[src/aob_pkg.sv]
`timescale 1ns / 1ps
// ----------------------------------------------------------------------------
// aob_pkg - shared types and constants of the additive oscillator bank
// Opcodes, the load-word struct and the fixed constants of the sample path.
// ----------------------------------------------------------------------------
package aob_pkg;

    // default sizes, handed down from the top level
    localparam int NUM_OSC_DEF      = 79;
    localparam int WAVE_ENTRIES_DEF = 4096;

    // fixed field widths of the input word
    localparam int SLOT_W  = 12;
    localparam int VALUE_W = 32;
    localparam int AMP_W   = 16;
    localparam int WAVE_DW = 16;
    localparam int ACC_W   = 32;
    localparam int DAC_W   = 16;

    // midpoint in Q8 and the sample given while no note is held
    localparam logic [ACC_W-1:0] MIDPOINT_Q8 = 32'h007F_FF00;
    localparam logic [DAC_W-1:0] IDLE_SAMPLE = 16'h7FFF;

    typedef enum logic [1:0] {
        OP_TICK = 2'd0,
        OP_STEP = 2'd1,
        OP_AMP  = 2'd2,
        OP_WAVE = 2'd3
    } aob_op_t;

    // one load word towards the oscillator store
    typedef struct packed {
        logic               step_we;
        logic               amp_we;
        logic [SLOT_W-1:0]  slot;
        logic [VALUE_W-1:0] value;
    } aob_load_t;

endpackage

[src/aob_mac.sv]
`timescale 1ns / 1ps
// ----------------------------------------------------------------------------
// aob_mac - shared multiply-accumulate unit
// One signed 16x16 product per cycle, registered, then a wrapping 32-bit sum.
// ----------------------------------------------------------------------------
module aob_mac
    import aob_pkg::*;
(
    input  logic               clk,
    input  logic               rst_n,
    input  logic               clear,
    input  logic               in_valid,
    input  logic [WAVE_DW-1:0] wave,
    input  logic [AMP_W-1:0]   amp,
    output logic [ACC_W-1:0]   acc,
    output logic               busy
);

    logic [ACC_W-1:0] prod_reg;
    logic             prod_vld_reg;
    logic [ACC_W-1:0] acc_reg;
    logic signed [WAVE_DW-1:0] wave_s;
    logic signed [AMP_W-1:0]   amp_s;
    logic signed [ACC_W-1:0]   mult;
    logic signed [ACC_W-1:0] prod;

    // both operands count as signed halfwords
    assign wave_s = wave;
    assign amp_s  = amp;
    assign mult   = ACC_W'(wave_s) * ACC_W'(amp_s);

    // a silent oscillator adds nothing, whatever its wave entry holds
    assign prod = (amp != '0) ? mult : '0;

    // register the product
    always_ff @(posedge clk)
    begin
        prod_reg <= prod;
    end

    // accumulate with 32-bit wrap
    always_ff @(posedge clk or negedge rst_n)
    begin
        if (!rst_n)
        begin
            prod_vld_reg <= 1'b0;
            acc_reg      <= '0;
        end
        else
        begin
            prod_vld_reg <= in_valid;
            if (clear)
            begin
                acc_reg <= '0;
            end
            else if (prod_vld_reg)
            begin
                acc_reg <= acc_reg + prod_reg;
            end
        end
    end

    assign acc  = acc_reg;
    assign busy = prod_vld_reg;

endmodule

[config.mk]
export PLATFORM = sky130hd
export DESIGN_NAME = aob_mac
export DESIGN_NICKNAME = d
export VERILOG_FILES = /design/src/aob_pkg.sv /design/src/aob_mac.sv
export SDC_FILE = /design/constraint.sdc
export NUM_CORES = 1
export LEC_CHECK = 0
export ABC_AREA = 1
export BUFFER_PORTS_ARGS = -buffer_cell sky130_fd_sc_hd__buf_2
export CORE_UTILIZATION = 25
export DETAILED_ROUTE_END_ITERATION = 7
export GPL_ROUTABILITY_DRIVEN = 0
export GPL_TIMING_DRIVEN = 0
export PLACE_DENSITY = 0.47
export SYNTH_ARGS = -nofsm -noshare
export SYNTH_HDL_FRONTEND = slang
export SYNTH_SLANG_ARGS = --single-unit
export TNS_END_PERCENT = 10
[constraint.sdc]
create_clock -name clk -period 1.9 [get_ports clk]
set_input_delay 0.19 -clock clk [delete_from_list [all_inputs] [get_ports clk]]
set_output_delay 0.19 -clock clk [all_outputs]
set_load 0.05 [all_outputs]
# Word level (Yosys, flattened, before mapping)
# Index checks and enable logic that the tools add are counted.
# word_totals
regBits,65
in_bits,36
word_cells,9
# op_classes
add_sub_neg,1
mul,1
muxes,2
reduce_logical,2
# ops
operator,count
32-bit two-way mux,2
32-bit adder,1
16-bit by 16-bit multiplier with 32-bit output,1
16-bit nonzero test,1
2-bit nonzero test,1

# Logic depth before layout (Yosys ltp)
# depth
depth_word,3
mapped_depth,27
depth_no_buf,26

# Worst setup path after synthesis
# OpenSTA, ideal clock, no wires.
# synth_timing
path_kind,input port to flip-flop
from,input amp[6]
to,register prod_reg[31]
setup_time_ns,0.115
arrival_ns,5.231
t_required_ns,1.785
slack_ns,-3.446
path_stages,22
n_path_buf,2
cell_sequence,clkbuf_1 > clkbuf_1 > nand2_1 > fa_1 > inv_1 > fa_1 > inv_1 > fa_1 > fa_1 > fa_1 > fa_1 > inv_1 > ha_1 > nand2_1 > nor2_1 > and2_1 > and2_1 > nand2_1 > nand2_1 > nand3_1 > nand2_1 > nor2_1
# synth_via
elab_chain_len,1
# synth_lines
item,line,text
"start, declared",aob_mac.sv:14,"input logic [AMP_W-1:0] amp,"
16-bit by 16-bit multiplier with 32-bit output / 16-bit nonzero test (equally long branches),"aob_mac.sv:30, aob_mac.sv:33",
"end signal, assigned",aob_mac.sv:38,prod_reg <= prod;
"end, declared",aob_mac.sv:19,logic [ACC_W-1:0] prod_reg;
# Parallel ways exist; a longest one is shown, timed or not.
# A chain may end at the register's enable or synchronous reset.

# Final worst setup path
# layout_timing
from,input wave[15]
to,register prod_reg[31]
# layout_via
elab_chain_len,1
# layout_lines
item,line,text
"start, declared",aob_mac.sv:13,"input logic [WAVE_DW-1:0] wave,"
16-bit by 16-bit multiplier with 32-bit output,aob_mac.sv:30,assign mult = ACC_W'(wave_s) * ACC_W'(amp_s);
# Every way passes these cells.

==> impl_metrics.yaml <==
yosys:
  syn_inst: 2177
  synth.yosys.warnings: 0
  synth.distinct_cells: 39
  syn_nets: 2589
  syn_area_um2: 15200
  synth_seq_area_share: 0.0963
  synth_area_per_cell_um2: 6.99
  ys_seq_elements: 65
sta:
  hold_violations: 0
  drv_slew: 0
  clock.fmax_mhz: 201
  slew_headroom: 0.456
  finalHoldWorstSlack_ns: 0.0671
  period_needed_ns: 4.98
  setup_slack_ns: -3.08
  fin_worst_skew_ns: 0.0121
  tightest_slew_ns: 0.816
  fin_crit_sh: 2.62
  setup_viol: 34
  rsz0062_at_grt: "true"
placement:
  dp_slack_ns: -4.18
  dp_hpwl_um: 40300
  port-buffer-count: 44
  dpl.cell_count: 3003
drt:
  viasPerCell: 4.33
  wirelength_um: 49100
  dr.pass1.iters: 8
  wire_per_inst_um: 16.0
  drtIter0Drc: 762
  drcViolationCount: 0
  vias: 13300
  drtAntennaViolNets: 0
clock_tree:
  cts-root-buf: "clkbuf_16"
  clkTransAtPathRegs_ns: 0.06
  cts.sinks: 65
  clockBufferDepth: 2
  clk-insertion-delay-late_ns: 0.35
  htree_levels: 3
  cts_buffers: 9
  cts_tree: "built"
die:
  die_area_um2: 61900
  pin_count: 69
  die_h_um: 249
  initial_core_util: 0.253
  rows: 90
  core_area_um2: 60200
  die_x_um: 249
global_route:
  grt-ovfl-total: 0
  grt_util_all_layers: 0.162
  grt_antenna_before_repair: 1
  grt_pass1_wl_um: 78000
  grt_pass1_vias: 14300
  grt_max_degree: 34
worst_setup_path:
  worstPathCellList: "buf_12, clkbuf_16, nand2_8, inv_6, fa_2, fa_2, buf_6, buf_12, fa_1, inv_1, fa_1, inv_1, fa_1, fa_1, ha_4, nand2_4, nor2_4, and2_4, and2_4, nand2_2, nand2_2, nand3_2, nand2_2, nor2_4"
  end_kind: "flip-flop"
  rrSetupSlack_ns: -0.15
  worstReg2RegStart: "acc[0]"
  critical_path_required_ns: 2.13
  critical_path_class: "in2reg"
  path_buf_inv: 7
  ff2ff_path_depth: 12
  cpPeakStageDelay_ns: 0.64
  cp_common_cell: "fa_1"
  cp_top_family: "adder cells"
  cp-start-kind: "input port"
  cp_max_fo: 5
  r2r_end: "acc[20]"
  cpMaxStageDelayCell: "fa_2"
  worstPathArrival_ns: 5.21
outcome:
  violations: "setup timing"
  status: "finished with violations"
cells_and_area:
  final_common_cell: "nand2_1"
  stdcell_count: 3077
  drive_gt1_frac: 0.216
  final_net_count: 2701
  area_growth_pct: 28.9
  final_cell_mix: "nand2_1 (618), inv_1 (572), fa_1 (239)"
  final_core_util: 0.326
hold_path:
  min_to: "acc[3]"
  hold_path_depth: 2
  hp-start: "clear"
  worstHoldPathType: "in2reg"
flow_run:
  maxCapViolations: 0
-- cell type report --
| type | count | area [µm²] |
|---|---|---|
| sequential | 65 | 1480 |
| clock inverter | 6 | 63.8 |
| multi-input combinational | 1445 | 12800 |
| clock buffer | 10 | 250 |
| fill | 6421 | 40600 |
| timing repair buffer | 101 | 756 |
| inverter | 604 | 2280 |
| antenna | 1 | 2.50 |
| buffer | 63 | 1050 |
| tap | 782 | 978 |
-- per-stage QoR --
step                setup TNS, ns  instance area, µm²
CTS                        -72.59               19000
global route               -79.37               19600
detailed placement        -106.85               16700
global placement          -106.53               16700
floorplan                  -76.38               15500
finish                     -72.19               19600
-- worst reg2reg max path: stages (launching register included) --
cell	delay, ns
dfrtp_1	0.42
ha_4	0.19
fa_2	0.36
nand3_1	0.11
nand3_2	0.11
nand2_2	0.09
nand2_2	0.10
nand2_1	0.09
nand2_1	0.10
nand2_1	0.10
nand3_1	0.07
nand3_1	0.13
nand2_1	0.07
-- repair_timing --
item                                    in CTS  in global routing
endpoints found under the setup margin      50                 53
cloned                                       1                  0
setup buffers                               36                 18
hold endpoints to repair                    34                  0
pin swaps                                   70                 83
hold buffers                                 2                  0
resized for setup                          344                125
-- synth_stat cells --
master / n / area, µm²
o211ai_1: 1 / 7.51
inv_2: 8 / 30.0
xnor2_1: 8 / 70.1
nor4_1: 2 / 12.5
o21ai_0: 23 / 115
nor3b_1: 1 / 7.51
o21bai_1: 11 / 82.6
nor3b_2: 1 / 12.5
o31ai_1: 1 / 7.51
clkinv_1: 1 / 3.75
dfrtp_1: 33 / 826
nor3_1: 10 / 50.1
nor2_4: 1 / 11.3
clkbuf_1: 56 / 210
dfxtp_1: 32 / 641
inv_1: 595 / 2230
or2_2: 7 / 43.8
buf_2: 5 / 25.0
ha_1: 113 / 1410
nand2_2: 9 / 56.3
a21oi_1: 63 / 315
nor3_4: 1 / 16.3
nand3b_1: 4 / 30.0
nor2_1: 120 / 450
a22o_1: 2 / 17.5
nor2_2: 11 / 68.8
and3_1: 2 / 12.5
a21o_1: 2 / 15.0
buf_1: 1 / 3.75
and2_0: 1 / 6.26
nand4_1: 11 / 68.8
buf_4: 1 / 7.51
nor3_2: 5 / 50.1
nand3_1: 74 / 370
nand2_1: 681 / 2560
xor2_1: 4 / 35.0
fa_1: 263 / 5270
o21ai_1: 4 / 20.0
and2_1: 9 / 56.3
-- how the worst max path moves through the flow --
stage	start	end	slack (ns)	cells after the start
final	wave[15]	prod_reg[31]	-3.08	24
after global placement	wave[1]	prod_reg[29]	-4.19	21
after global routing	wave[15]	prod_reg[25]	-3.23	24
after detailed placement	wave[1]	prod_reg[29]	-4.18	21
after floorplan	amp[6]	prod_reg[30]	-3.03	21
after CTS	amp[15]	prod_reg[31]	-3.03	22
-- per-layer routing --
| layer | global-route usage | vias up | routed length (µm) |
|---|---|---|---|
| met5 | 0 | - | 0 |
| met4 | 0.0545 | 0 | 1450 |
| met3 | 0.0184 | 76 | 1870 |
| met2 | 0.281 | 276 | 23700 |
| met1 | 0.209 | 6462 | 22100 |
| li1 | - | 6496 | - |
-- cell families (layout without fill, tap and decap cells) --
family                   after synthesis  in the layout  share of synthesized area
buffers and inverters                667            784                      0.165
other                                  0              1                          0
flip-flops                            65             65                     0.0963
AND/OR/NAND/NOR                      950            950                      0.255
AO/OA/AOI/OAI                        107            107                     0.0381
adder cells (fa/ha/maj)              376            376                      0.439
XOR/XNOR                              12             12                    0.00690
Power is left out: the tool's default activity adds up to more than one toggle a clock period on the data nets, which glitch-free logic cannot reach.
